`src/hw/rtl/jse_ram.sv`:
```
module jse_ram #(
    parameter int WIDTH = 8,
    parameter int DEPTH = 32
) (
    input  logic                     clk,
    input  logic                     we,
    input  logic [$clog2(DEPTH)-1:0] waddr,
    input  logic [WIDTH-1:0]         wdata,
    input  logic [$clog2(DEPTH)-1:0] raddr,
    output logic [WIDTH-1:0]         rdata
);

    logic [WIDTH-1:0] mem [DEPTH];

    always_ff @(posedge clk)
    begin
        if (we)
        begin
            mem[waddr] <= wdata;
        end
        rdata <= mem[raddr];
    end

endmodule

```
`config.mk`:
```
export PLATFORM = sky130hd
export DESIGN_NAME = jse_ram
export DESIGN_NICKNAME = d
export VERILOG_FILES = /design/src/hw/rtl/jse_ram.sv
export SDC_FILE = /design/constraint.sdc
export NUM_CORES = 1
export LEC_CHECK = 0
export ABC_CLOCK_PERIOD_IN_PS = 2300
export BUFFER_PORTS_ARGS = -buffer_cell sky130_fd_sc_hd__buf_2
export CAP_MARGIN = 20
export CORE_MARGIN = 5
export CORE_UTILIZATION = 28
export CTS_BUF_LIST = sky130_fd_sc_hd__clkbuf_8 sky130_fd_sc_hd__clkbuf_16
export CTS_CLUSTER_DIAMETER = 50
export DETAILED_ROUTE_END_ITERATION = 7
export PLACE_DENSITY = 0.42
export SYNTH_ARGS = -nofsm -noshare
export SYNTH_HDL_FRONTEND = slang
export SYNTH_SLANG_ARGS = --single-unit
```
`constraint.sdc`:
```
create_clock -name clk -period 2.3 [get_ports clk]
set_input_delay 0.46 -clock clk [delete_from_list [all_inputs] [get_ports clk]]
set_output_delay 0.46 -clock clk [all_outputs]
set_load 0.005 [all_outputs]
```
==> run metrics <==
Die X around 200 um; worst-skew pair later-pin latency about 0.53 ns; clock tree buffer depth 3; top post-synthesis cells by area edfxtp_1 (76%), mux4_2 (18%), dfxtp_1 (1.6%), nor2_1 (1.2%), mux2_2 (0.90%); clk_skew 0.01372 ns; Nets roughly 520; Initial Util 0.2833; initial drt markers approximately 380; height of the die 199.5 um; share of the synthesized area in the top cell type 0.7647; # rows between 60 and 70; Pleak slightly below 0.004 uW; clock sink count 264; worst min-delay path class in -> reg; Place WS -0.1094 ns; vias in the first global route 4,939; Post-CTS Setup Bufs 0; Synthesized Nets between 400 and 500; IO Port Bufs 27; routed vias/inst roughly 4.6; TritonRoute pass-1 iters 4; fmax between 0.5 and 0.6 GHz; GPL Wtd Cong ~0.75; fill count about 3,300; antenna fix cells 0; global-route wire length before repair about 36,000 um; Final period util 0.7995; WS Path Type in -> reg; Final ANT Viol Nets 0; final WL roughly 25,000 um; GRT Residual Overflow 0; overall routing resource usage 0.1271; worst setup margin ~0.46 ns; Synth Warn # 0; Synth area leader edfxtp_1; final hold vios 0; synthesis-to-layout area growth 20.19%; mapped cell area slightly above 10,000 um2; Seq/Total Area, Yosys 0.7806; CTS H-tree lvls 1; # setup viols final 0; HPWL Detailed 16,090 um; startpoint types input pin; fraction of layout instances using a drive strength above 1 0.3989; number of max-cap violations 0; Syn Inst Count 417; Critical Path RT about 2.7 ns; fin crit period 1.839 ns; CP arrival around 2.3 ns; Hold Buf Count CTS 0; initial antenna violation count 0; Resized Gates After CTS 0; DR WL/cell 25.02 um; Avg Inst Size Synth about 24 um2; flops & latches, synth 264; Total Die Area just under 40,000 um2; CTS Buf Count 29; DRC 0; peak supply drop around 630 uV; unrepaired setup endpoints after global routing no; slew margin rel. 0.5123; Synth cell types 15; # IOs 28; fin. max-slew vios 0; Tightest Pin Transition roughly 0.73 ns; CP Max Fanout 17; Non-Filler Instances slightly below 1,000; Core Box Area between 30,000 and 40,000 um2; outcome completed; root buffer selected by CTS clkbuf_16; CP endpoint kind flop; CTS tree yes; Placed Instances between 900 and 1,000; pwr dens about 880 nW/um2; clock transition at the registers of the reported paths 0.06 ns; Vias about 4,600; pin count of the biggest net entering global routing 33
==> cell type report <==
type	count	area (um2)	area share
clock buffers	29	725.7	0.06006
well taps	461	576.8	0.04774
clock inverters	24	255.2	0.02112
repair buffers	74	578.1	0.04784
flip-flops and latches	264	7848	0.6495
multi-input cells	133	2100	0.1738
==> state kept, by name, summed over array words and instances, names as in the netlist <==
name / cells
rdata: 8
mem: 256
==> cells by family (layout without fill, tap and decap cells) <==
group,count (synthesis),count (layout),share of synthesized area
buffers and inverters,20,127,0.01058
and+or+nand+nor,45,45,0.02066
muxes,88,88,0.1882
DFF,264,264,0.7806
==> cells in the mapped netlist (all sizes together) <==
| cell | number |
|---|---|
| buf | 14 |
| clkbuf | 6 |
| dfxtp | 8 |
| edfxtp | 256 |
| mux2 | 8 |
| mux4 | 80 |
| nand2 | 1 |
| nand3 | 2 |
| nand3b | 5 |
| nor2 | 33 |
| or3 | 1 |
| or3b | 3 |
==> layer usage <==
metal,global-route usage,wire [um],share of wire,vias up
met5,0,0,0,-
met3,0.02074,1287,0.052,24
met4,0.02390,278,0.011,0
li1,-,-,-,1952
met1,0.1839,11110,0.45,2487
met2,0.2059,11970,0.49,113
==> worst max-delay path, cell delays in order <==
cell and delay [ns]:
buf_4 0.15, buf_12 0.20, buf_12 0.13, mux4_2 0.49
mux4_2 0.53, mux2_2 0.28
==> placed cells by master, fill, tap and decap left out <==
cell	n
buf_12	7
buf_2	26
buf_4	41
bufinv_16	5
clkbuf_16	29
clkinv_1	7
clkinv_2	5
clkinv_4	1
dfxtp_1	8
edfxtp_1	256
inv_1	2
inv_6	3
inv_8	1
mux2_2	8
mux4_2	80
nand2_1	1
nand3_1	2
nand3b_1	5
nor2_1	33
or3_1	1
or3b_2	3
==> report_power, final <==
group / switching [uW] / leakage (uW) / internal, uW / total, uW
clock network: 1850 / 0.000493 / 2870 / 4720
registers: 26.1 / 0.00237 / 5350 / 5380
logic: 301 / 0.000981 / 242 / 543
total: 2180 / 0.00385 / 8460 / 10600
==> stage by stage <==
stage / hold WS, ns / area [um2] / TNS (ns) / util / total power, uW
6_report: 0.4182 / 12080 / 0 / 0.3405 / 10640
3_3_place_gp: 0.8742 / 11100 / -0.5347 / 0.3129 / 6037
3_5_place_dp: 0.8539 / 11100 / -0.5378 / 0.3129 / 6046
5_1_grt: 0.4060 / 12080 / 0 / 0.3405 / 11030
2_1_floorplan: 0.5589 / 10050 / 0 / - / 5752
4_1_cts: 0.4065 / 12080 / 0 / 0.3405 / 10780
==> worst paths after layout <==
kind,slack (ns),depth (start not counted),endpoint,start
setup reg to reg,0.48,3,rdata[6],mem[18][6]
setup / recovery,0.46,6,rdata[5],raddr[0]
hold / removal,0.42,2,rdata[2],raddr[3]
hold reg to reg,0.92,3,rdata[4],mem[16][4]
Note: power is estimated with default switching activity, not from simulation.
