<file path="src/hw/rtl/jse_pkg.sv">
package jse_pkg;

    localparam int RUN_MAX    = 32;
    localparam int RUN_AW     = $clog2(RUN_MAX);
    localparam int RUN_LW     = $clog2(RUN_MAX + 1);
    localparam int DESC_DEPTH = 1024;
    localparam int DESC_AW    = $clog2(DESC_DEPTH);
    localparam int DESC_CW    = $clog2(DESC_DEPTH + 1);
    localparam int QDEPTH     = 4;
    localparam int QAW        = $clog2(QDEPTH);

    localparam logic [1:0] KIND_CMD = 2'd0;
    localparam logic [1:0] KIND_TDO = 2'd1;
    localparam logic [1:0] KIND_ERR = 2'd2;

    localparam logic [7:0] OP_BYTES = 8'h39;
    localparam logic [7:0] OP_BITS  = 8'h3B;
    localparam logic [7:0] OP_TMS   = 8'h6B;
    localparam logic [7:0] ERR_FULL = 8'h01;
    localparam logic [7:0] ERR_NONE = 8'h02;

    typedef enum logic [2:0] {
        JOB_RUN,
        JOB_BITS,
        JOB_TMS,
        JOB_RESP
    } job_kind_t;

    // one classified request handed from front to back
    typedef struct packed {
        job_kind_t   kind;
        logic [7:0]  tms;
        logic [7:0]  tdi;
        logic [3:0]  bc;
        logic        last;
        logic        close_first;
        logic        close_after;
        logic [RUN_LW-1:0] close_len;
        logic        close_end;
    } job_t;

    typedef enum logic [3:0] {
        ST_IDLE,
        ST_CLOSE_HDR,
        ST_CLOSE_LEN_LO,
        ST_CLOSE_LEN_HI,
        ST_CLOSE_DATA,
        ST_WORK,
        ST_RESP_RD,
        ST_RESP_OUT,
        ST_RESP_FLUSH
    } state_t;

    typedef struct packed {
        logic [1:0] kind;
        logic [7:0] data;
        logic       tdo_end;
        logic       last;
    } result_t;

endpackage

</file>
<file path="src/hw/rtl/jse_front.sv">
module jse_front
    import jse_pkg::*;
(
    input  logic       clk,
    input  logic       rst_n,
    input  logic       in_valid,
    output logic       in_ready,
    input  logic       req_type,
    input  logic [7:0] tms_bits,
    input  logic [7:0] tdi_bits,
    input  logic [3:0] bit_count,
    input  logic       last_pair,
    input  logic [5:0] run_limit,
    output logic             run_we,
    output logic [RUN_AW-1:0] run_waddr,
    output logic [7:0]       run_wdata,
    output logic       job_valid,
    input  logic       job_ready,
    input  logic       close_fin,
    output job_t       job
);

    logic [RUN_LW-1:0] len_reg, len_next;
    logic [QAW:0]      cnt_reg;
    logic [QAW-1:0]    wp_reg, rp_reg;
    job_t              q_reg [QDEPTH];
    job_t              nj;
    logic [3:0]        bc;
    logic [7:0]        tms;
    logic [RUN_LW-1:0] lim, len_inc;
    logic              push, pop, full_run;
    logic              close_pend_reg;

    // hold off new requests until a queued run close has read its bytes
    assign in_ready  = (cnt_reg != QDEPTH[QAW:0]) && !close_pend_reg;
    assign push      = in_valid && in_ready;
    assign job_valid = (cnt_reg != '0);
    assign job       = q_reg[rp_reg];
    assign pop       = job_valid && job_ready;

    always_comb
    begin
        bc = bit_count;
        if (bc == 4'd0) bc = 4'd1;
        if (bc > 4'd8) bc = 4'd8;
        tms = tms_bits & 8'((9'd1 << bc) - 9'd1);
        lim = (run_limit == 6'd0) ? RUN_LW'(1) :
              (run_limit > 6'(RUN_MAX)) ? RUN_LW'(RUN_MAX) : RUN_LW'(run_limit);
        full_run = (bc == 4'd8) && (tms == 8'd0);
        nj = '0;
        nj.tms = tms;
        nj.tdi = tdi_bits;
        nj.bc = bc;
        nj.last = last_pair;
        len_next = len_reg;
        len_inc = len_reg;
        run_we = 1'b0;
        run_waddr = '0;
        run_wdata = tdi_bits;
        if (req_type)
        begin
            nj.kind = JOB_RESP;
        end
        else if (full_run)
        begin
            nj.kind = JOB_RUN;
            run_we = push;
            run_waddr = len_reg[RUN_AW-1:0];
            len_inc = len_reg + 1'b1;
            nj.close_after = (len_inc >= lim) || last_pair;
            nj.close_len = len_inc;
            nj.close_end = last_pair;
            len_next = nj.close_after ? '0 : len_inc;
        end
        else
        begin
            nj.kind = (tms == 8'd0) ? JOB_BITS : JOB_TMS;
            nj.close_first = (len_reg != '0);
            nj.close_len = len_reg;
            len_next = '0;
        end
    end

    always_ff @(posedge clk)
    begin
        if (push)
        begin
            q_reg[wp_reg] <= nj;
        end
    end

    always_ff @(posedge clk or negedge rst_n)
    begin
        if (!rst_n)
        begin
            len_reg <= '0;
            cnt_reg <= '0;
            wp_reg  <= '0;
            rp_reg  <= '0;
            close_pend_reg <= 1'b0;
        end
        else
        begin
            if (push)
            begin
                wp_reg <= wp_reg + 1'b1;
                if (!req_type) len_reg <= len_next;
            end
            if (pop) rp_reg <= rp_reg + 1'b1;
            cnt_reg <= cnt_reg + (QAW+1)'(push) - (QAW+1)'(pop);
            if (push && (nj.close_first || nj.close_after))
                close_pend_reg <= 1'b1;
            else if (close_fin)
                close_pend_reg <= 1'b0;
        end
    end

endmodule

</file>
<file path="config.mk">
export PLATFORM = sky130hd
export DESIGN_NAME = jse_front
export DESIGN_NICKNAME = d
export VERILOG_FILES = /design/src/hw/rtl/jse_pkg.sv /design/src/hw/rtl/jse_front.sv
export SDC_FILE = /design/constraint.sdc
export NUM_CORES = 1
export LEC_CHECK = 0
export BUFFER_PORTS_ARGS = -buffer_cell sky130_fd_sc_hd__buf_2
export CORE_MARGIN = 10
export CORE_UTILIZATION = 40
export DETAILED_ROUTE_END_ITERATION = 6
export SLEW_MARGIN = 20
export SYNTH_ARGS = -nofsm -noshare
export SYNTH_HDL_FRONTEND = slang
export SYNTH_SLANG_ARGS = --single-unit
</file>
<file path="constraint.sdc">
create_clock -name clk -period 7.1 [get_ports clk]
set_clock_uncertainty 0.1 [all_clocks]
set_input_delay 1.065 -clock clk [delete_from_list [all_inputs] [get_ports clk]]
set_output_delay 1.065 -clock clk [all_outputs]
set_load 0.005 [all_outputs]
</file>
==> results of run 1 <==
## area by class of cell
class / instances / area share [%]
timing repair buffer: 82 / 5.795
sequential: 142 / 58.53
tap: 188 / 3.282
inverter: 15 / 0.7855
clock buffer: 18 / 5.987
multi-input combinational: 174 / 23.62
clock inverter: 14 / 2.007
## cells by family (layout without fill, tap and decap cells)
| group | count (synthesis) | count (layout) | share of synthesized area, % |
|---|---|---|---|
| compound gates | 39 | 39 | 3.956 |
| xor+xnor | 9 | 9 | 1.292 |
| fa+ha+maj | 17 | 17 | 3.608 |
| buf+inv | 44 | 129 | 3.628 |
| flops | 142 | 142 | 68.72 |
| mux | 33 | 33 | 11.97 |
| other cells | 2 | 2 | 0.1230 |
| simple gates | 74 | 74 | 6.704 |
## power groups by stage
stage | combinational, W | clock [W] | sequential [W]
floorplan | 0.000464 | 0 | 0.00114
global placement | 0.000733 | 0 | 0.00115
detailed placement | 0.000738 | 0 | 0.00116
CTS | 0.000740 | 0.000865 | 0.00114
global route | 0.000789 | 0.000899 | 0.00115
finish | 0.000705 | 0.000848 | 0.00114
## worst register-to-register path: stages, from the launching register on
cell                       delay (ns)
sky130_fd_sc_hd__dfrtp_1         0.54
sky130_fd_sc_hd__nand3_1         0.29
sky130_fd_sc_hd__or2_2           0.41
sky130_fd_sc_hd__xnor2_1         0.15
sky130_fd_sc_hd__ha_1            0.33
sky130_fd_sc_hd__a211oi_1        0.21
sky130_fd_sc_hd__nand2_1         0.08
sky130_fd_sc_hd__a41oi_1         0.32
sky130_fd_sc_hd__nand3_1         0.27
sky130_fd_sc_hd__a32o_1          0.35
## worst paths after layout
| check | slack (ns) | from | to | cells after the start |
|---|---|---|---|---|
| worst max-delay path | 2.01 | bit_count[3] | run_waddr[0] | 11 |
| worst min-delay path | 0.39 | cnt_reg[2] | cnt_reg[2] | 1 |
| worst max register to register | 3.94 | len_reg[2] | close_pend_reg | 9 |
| worst min register to register | 0.39 | cnt_reg[2] | cnt_reg[2] | 1 |
| max in group asynchronous | 6.20 | rst_n | rp_reg[0] | 1 |
| min in group asynchronous | 0.44 | rst_n | len_reg[3] | 1 |
## cell usage in the layout, fill, tap and decap left out, types with 6 or more instances in the layout
cell type                   count
sky130_fd_sc_hd__edfxtp_1     128
sky130_fd_sc_hd__clkbuf_16     17
sky130_fd_sc_hd__inv_1         15
sky130_fd_sc_hd__nor2b_1        7
sky130_fd_sc_hd__buf_2         80
sky130_fd_sc_hd__nor2_1         7
sky130_fd_sc_hd__dfrtp_1       13
sky130_fd_sc_hd__nand3_1        6
sky130_fd_sc_hd__nand2_1       18
sky130_fd_sc_hd__mux4_2        32
sky130_fd_sc_hd__ha_1          16
sky130_fd_sc_hd__nor3_1         7
sky130_fd_sc_hd__xnor2_1        6
sky130_fd_sc_hd__o31ai_1        6
sky130_fd_sc_hd__o21ai_0        9
sky130_fd_sc_hd__a21oi_1       12
## per-layer routing
layer | track usage [%] | part of all wire, % | vias to the layer above
met4 | 4.352 | 1.3 | 0
li1 | - | - | 1539
met3 | 4.554 | 5.9 | 15
met2 | 18.95 | 47 | 80
met1 | 16.22 | 46 | 1655
met5 | 0 | 0 | -
## through the flow
stage / power, W / setup WS, ns
final: 0.002692 / 2.008
after global routing: 0.002843 / 1.742
after CTS: 0.002747 / 2.028
after detailed placement: 0.001895 / 2.028
after global placement: 0.001881 / 2.117
after floorplan: 0.001602 / 2.551
==> flow_summary.toml, run 1 <==
[yosys]
synth.cells.most_frequent = "sky130_fd_sc_hd__edfxtp_1 (128), sky130_fd_sc_hd__mux4_2 (32), sky130_fd_sc_hd__nand2_1 (18)"
synth-seq-cells = 142
netlist_area_um2 = 6103
synth.yosys.seq_area_share_pct = 68.72
synth.area.top_cells = "sky130_fd_sc_hd__edfxtp_1 (63%), sky130_fd_sc_hd__mux4_2 (12%), sky130_fd_sc_hd__dfrtp_1 (5.7%), sky130_fd_sc_hd__ha_1 (3.3%), sky130_fd_sc_hd__buf_4 (1.1%)"
yosysTopAreaCellShare_pct = 62.98
synthCells = 360
synth_ff_type = "sky130_fd_sc_hd__edfxtp_1"
synth_cell_type_count = 41
ys_async_sr_fraction_pct = 9.859
mappedNetlistNets = 410
synthMostInstantiatedCell = "sky130_fd_sc_hd__edfxtp_1"
synthDominantAreaCellType = "sky130_fd_sc_hd__edfxtp_1"
synth_enable_flop_cells = 128
synth-warning-count = 0
postSynthAreaPerCell_um2 = 16.95

[sta]
slew_violations = 0
report.final.setup_viol = 0
hold-worst-slack_ns = 0.3940
setup_tns_ns = 0
max_clock_freq_mhz = 196.4
timing.final.crit_period_ns = 5.092
actual_transition_at_the_worst_max_transition_pin_ns = 0.9200
timing.final.crit_share_pct = 71.72
grt_setup_unrepaired = "false"
slew_headroom_pct = 38.67
hold_viol_final = 0

[cells_and_area]
net_count_of_the_finished_layout = 482
layout-drive-gt1-share_pct = 34.38
layout_filler_cell_count = 1315
sequential_cell_area_um2 = 4195
instances_no_fill = 633
synthToLayoutAreaGrowth_pct = 17.45
final_cell_area_um2 = 7168
num_antenna_cells = 0
multi_input_area_um2 = 1693
largest_reg_flops = 128
final_util_pct = 47.50

[placement]
place.detailed.hpwl_mm = 8.010
global_placement_routability_congestion = 0.8221
post-place-cells = 601
postPlaceCellArea_um2 = 6595
placement.io_buffers = 80

[detailed_routing]
routed_wire_length_per_instance_um = 19.52
routed_wirelength_mm = 12.36
drc_errors = 0
post_drt_via_cell_ratio = 5.196
dr_total_vias = 3289
detail_route.first_pass.iterations = 4
antenna_violating_nets_post_route = 0
first_iter_violations = 191

[floorplanning]
core.rowCount = 45
floorplan.initialDensity_pct = 40.45
floorplan.die_area_um2 = 20600
dieHeight_um = 143.5
die_width_um = 143.5
placeableCoreArea_um2 = 15090
total_i_o_pin_count = 82

[power_and_ir_drop]
ir_drop_v = 0.0002921
p_sw_w = 0.0007524
part_of_the_power_in_registers_pct = 42.3
clkPwrFrac_pct = 31.5
powerDensity_nw_per_um2 = 375.6
switching_share_pct = 27.95
power.internal_w = 0.001940
comb_power_share_pct = 26.2
leakage_nw = 2.608

[global_routing]
antenna_found_initial = 0
gr-total-overflow = 0
number_of_global_route_vias_before_repair = 3445
grt_start_max_net_pins = 33
global_route.usage.total_pct = 12.50
global_route_wire_length_before_repair_mm = 19.31

[critical_path]
cp.arrival_ns = 3.93
cp_top_family = "simple AND/OR/NAND/NOR gates"
worst-setup-path-type = "in -> out"
worst-path-buf-inv = 3
worst_setup_path_end_kind = "output port"
critical_path.cell_chain = "buf_2 > or3_1 > ha_1 > nor2b_1 > or3_1 > nor4_1 > nand2_1 > inv_1 > ha_1 > nor2b_1 > buf_2"
start_kind = "input port"
path_max_fanout = 20
worst_ep_required_time_ns = 5.93
critical-path-max-stage-delay_ns = 0.60
crit_path_top_delay_cell = "sky130_fd_sc_hd__nor4_1"

[cts]
cts_sinks = 142
clock_path_buffers = 2
ctsResizeCount = 0
clock_tree.root_cell = "sky130_fd_sc_hd__clkbuf_16"
clk_transition_reported_paths_ns = 0.05
clock_tree.htree_level_count = 4
cts_post_setup_buffers_inserted = 0
tritoncts_clock_tree = "built"
clock_buffer_count_from_cts = 17
hold_buf_count_cts = 0
clock_insertion_delay_at_the_later_pin_of_the_skew_report_ns = 0.42

[min_path]
hp-class = "reg -> reg"

[run_status]
status = "finished, final reports clean"

[run]
timing.max_cap.violations = 0
Power figures use the tool's default switching activity.
==> run 2: changes to the inputs <==
==> constraint.sdc (replaced) <==
create_clock -name clk -period 4.15 [get_ports clk]
set_clock_uncertainty 0.1 [all_clocks]
set_input_delay 0.6225 -clock clk [delete_from_list [all_inputs] [get_ports clk]]
set_output_delay 0.6225 -clock clk [all_outputs]
set_load 0.005 [all_outputs]
==> run 2 against run 1 <==
Net effect: worst hold slack lost 0.38 ns; utilization shrank 0.38 points; sequential power up 71%; final cell count rose by 0.16%; clock-buffer cell count increased by 1; setup slack got worse by 1.6 ns; clock power grew 47%; critical path depth increased by 1; non-clock buffer count up 2; first-iteration DRC count rose by 5.2%; critical endpoint unchanged; largest cell class unchanged; highest routed layer unchanged.
==> flow_summary.toml, run 2 (synthesized netlist as in run 1, its figures left out) <==
[cts]
cts_post_setup_buffers_inserted = 0
clock_insertion_delay_at_the_later_pin_of_the_skew_report_ns = 0.41
hold_buf_count_cts = 0
clk_transition_reported_paths_ns = 0.06
tritoncts_clock_tree = "built"
cts_sinks = 142
clock_tree.root_cell = "sky130_fd_sc_hd__clkbuf_16"
clock_tree.htree_level_count = 4
clock_buffer_count_from_cts = 17
ctsResizeCount = 0
clock_path_buffers = 2

[critical_path]
start_kind = "input port"
timing.critical_path.from = "bit_count[1]"
worst-path-buf-inv = 4
cp_top_family = "simple AND/OR/NAND/NOR gates"
critical_path.cell_chain = "buf_2 > or3_1 > ha_1 > nor2b_1 > or3_1 > nor4_1 > buf_4 > nand2_1 > inv_1 > ha_1 > nor2b_1 > buf_2"
worstReg2RegEnd = "close_pend_reg"
path_max_fanout = 8
worst_r2r_startpoint = "len_reg[2]"
worst-r2r-setup-slack_ns = 1.03
worst_ep_required_time_ns = 3.43
critical-path-max-stage-delay_ns = 0.40
cp.arrival_ns = 3.01
r2r.worst_path.cells = 9
worst_setup_path_end_kind = "output port"
crit_path_top_delay_cell = "sky130_fd_sc_hd__or3_1"
worst-setup-path-type = "in -> out"

[cells_and_area]
net_count_of_the_finished_layout = 484
num_antenna_cells = 0
layout-drive-gt1-share_pct = 33.63
layout.cells.most_common_list = "sky130_fd_sc_hd__edfxtp_1 (128), sky130_fd_sc_hd__buf_2 (80), sky130_fd_sc_hd__mux4_2 (32)"
mostFrequentLayoutCell = "sky130_fd_sc_hd__edfxtp_1"
largest_reg_flops = 128
synthToLayoutAreaGrowth_pct = 16.50

[floorplanning]
core.rowCount = 45
placeableCoreArea_um2 = 15090
floorplan.initialDensity_pct = 40.45
dieHeight_um = 143.5
floorplan.die_area_um2 = 20600
die_width_um = 143.5
total_i_o_pin_count = 82

[power_and_ir_drop]
p_sw_w = 0.001234
powerDensity_nw_per_um2 = 622.4
leakage_nw = 2.602
power.internal_w = 0.003191
clkPwrFrac_pct = 28.3
switching_share_pct = 27.89
comb_power_share_pct = 27.6
finalPower_w = 0.004426
ir_drop_v = 0.0003249
part_of_the_power_in_registers_pct = 44.1

[sta]
setup_tns_ns = 0
slew_violations = 0
final.setup.worst_slack_ns = 0.4216
timing.final.crit_period_ns = 3.728
report.final.setup_viol = 0
actual_transition_at_the_worst_max_transition_pin_ns = 0.9178
max_clock_freq_mhz = 268.2
hold_viol_final = 0
timing.final.crit_share_pct = 89.84
grt_setup_unrepaired = "false"
hold-worst-slack_ns = 0.01243
slew_headroom_pct = 38.81

[placement]
global_placement_routability_congestion = 0.7889
placement.io_buffers = 80
place_ws_ns = 0.4026
place.detailed.hpwl_mm = 8.055

[detailed_routing]
routed_wire_length_per_instance_um = 19.43
drc_errors = 0
dr_total_vias = 3307
first_iter_violations = 201
routed_wirelength_mm = 12.32
post_drt_via_cell_ratio = 5.216
detail_route.first_pass.iterations = 4
antenna_violating_nets_post_route = 0

[global_routing]
number_of_global_route_vias_before_repair = 3509
global_route.usage.total_pct = 12.45
global_route_wire_length_before_repair_mm = 19.31
grt_start_max_net_pins = 33
gr-total-overflow = 0
antenna_found_initial = 0

[min_path]
hp-class = "in -> async"

[run]
timing.max_cap.violations = 0

[run_status]
status = "finished, final reports clean"
## run 2: worst register-to-register path: stages (launching register included)
cell and delay [ns]:
sky130_fd_sc_hd__dfrtp_1 0.55, sky130_fd_sc_hd__nand3_1 0.30, sky130_fd_sc_hd__or2_2 0.42, sky130_fd_sc_hd__xnor2_1 0.15, sky130_fd_sc_hd__ha_1 0.33, sky130_fd_sc_hd__a211oi_1 0.21
sky130_fd_sc_hd__nand2_1 0.08, sky130_fd_sc_hd__a41oi_1 0.27, sky130_fd_sc_hd__nand3_1 0.27, sky130_fd_sc_hd__a32o_1 0.33
## run 2: routing by layer
layer / GRT usage (%) / vias up / share of wire, %
li1: - / 1533 / -
met1: 15.73 / 1672 / 44
met2: 19.70 / 94 / 48
met3: 4.686 / 8 / 6.9
met4: 3.278 / 0 / 0.54
met5: 0 / - / 0
## run 2: worst max-delay path by stage
stage	end	slack, ns	cells after the start
floorplan	run_waddr[0]	0.49	11
global placement	run_waddr[0]	0.47	12
detailed placement	run_waddr[0]	0.40	12
CTS	run_waddr[0]	0.40	12
global route	run_waddr[0]	0.18	12
finish	run_waddr[0]	0.42	12
## run 2: layout make-up
| cell class | instances | area (um2) |
|---|---|---|
| fill | 1335 | 7979 |
| clock buffer | 19 | 432.9 |
| tap | 188 | 235.2 |
| multi-input combinational | 174 | 1693 |
| timing repair buffer | 84 | 442.9 |
| sequential | 142 | 4195 |
| inverter | 15 | 56.30 |
| clock inverter | 12 | 55.05 |
## run 2: per-stage QoR
step / utilization, % / instance area [um2] / cells
after floorplan: - / 6103 / 360
after global placement: 43.89 / 6623 / 603
after detailed placement: 43.89 / 6623 / 603
after CTS: 47.12 / 7111 / 634
after global routing: 47.12 / 7111 / 634
final: 47.12 / 7111 / 634
## run 2: power groups by stage
| stage | logic (W) | registers (W) | clock network, W |
|---|---|---|---|
| finish | 0.00122 | 0.00195 | 0.00125 |
| global route | 0.00138 | 0.00198 | 0.00135 |
| CTS | 0.00129 | 0.00195 | 0.00128 |
| detailed placement | 0.00128 | 0.00198 | 0 |
| global placement | 0.00127 | 0.00196 | 0 |
| floorplan | 0.000793 | 0.00195 | 0 |
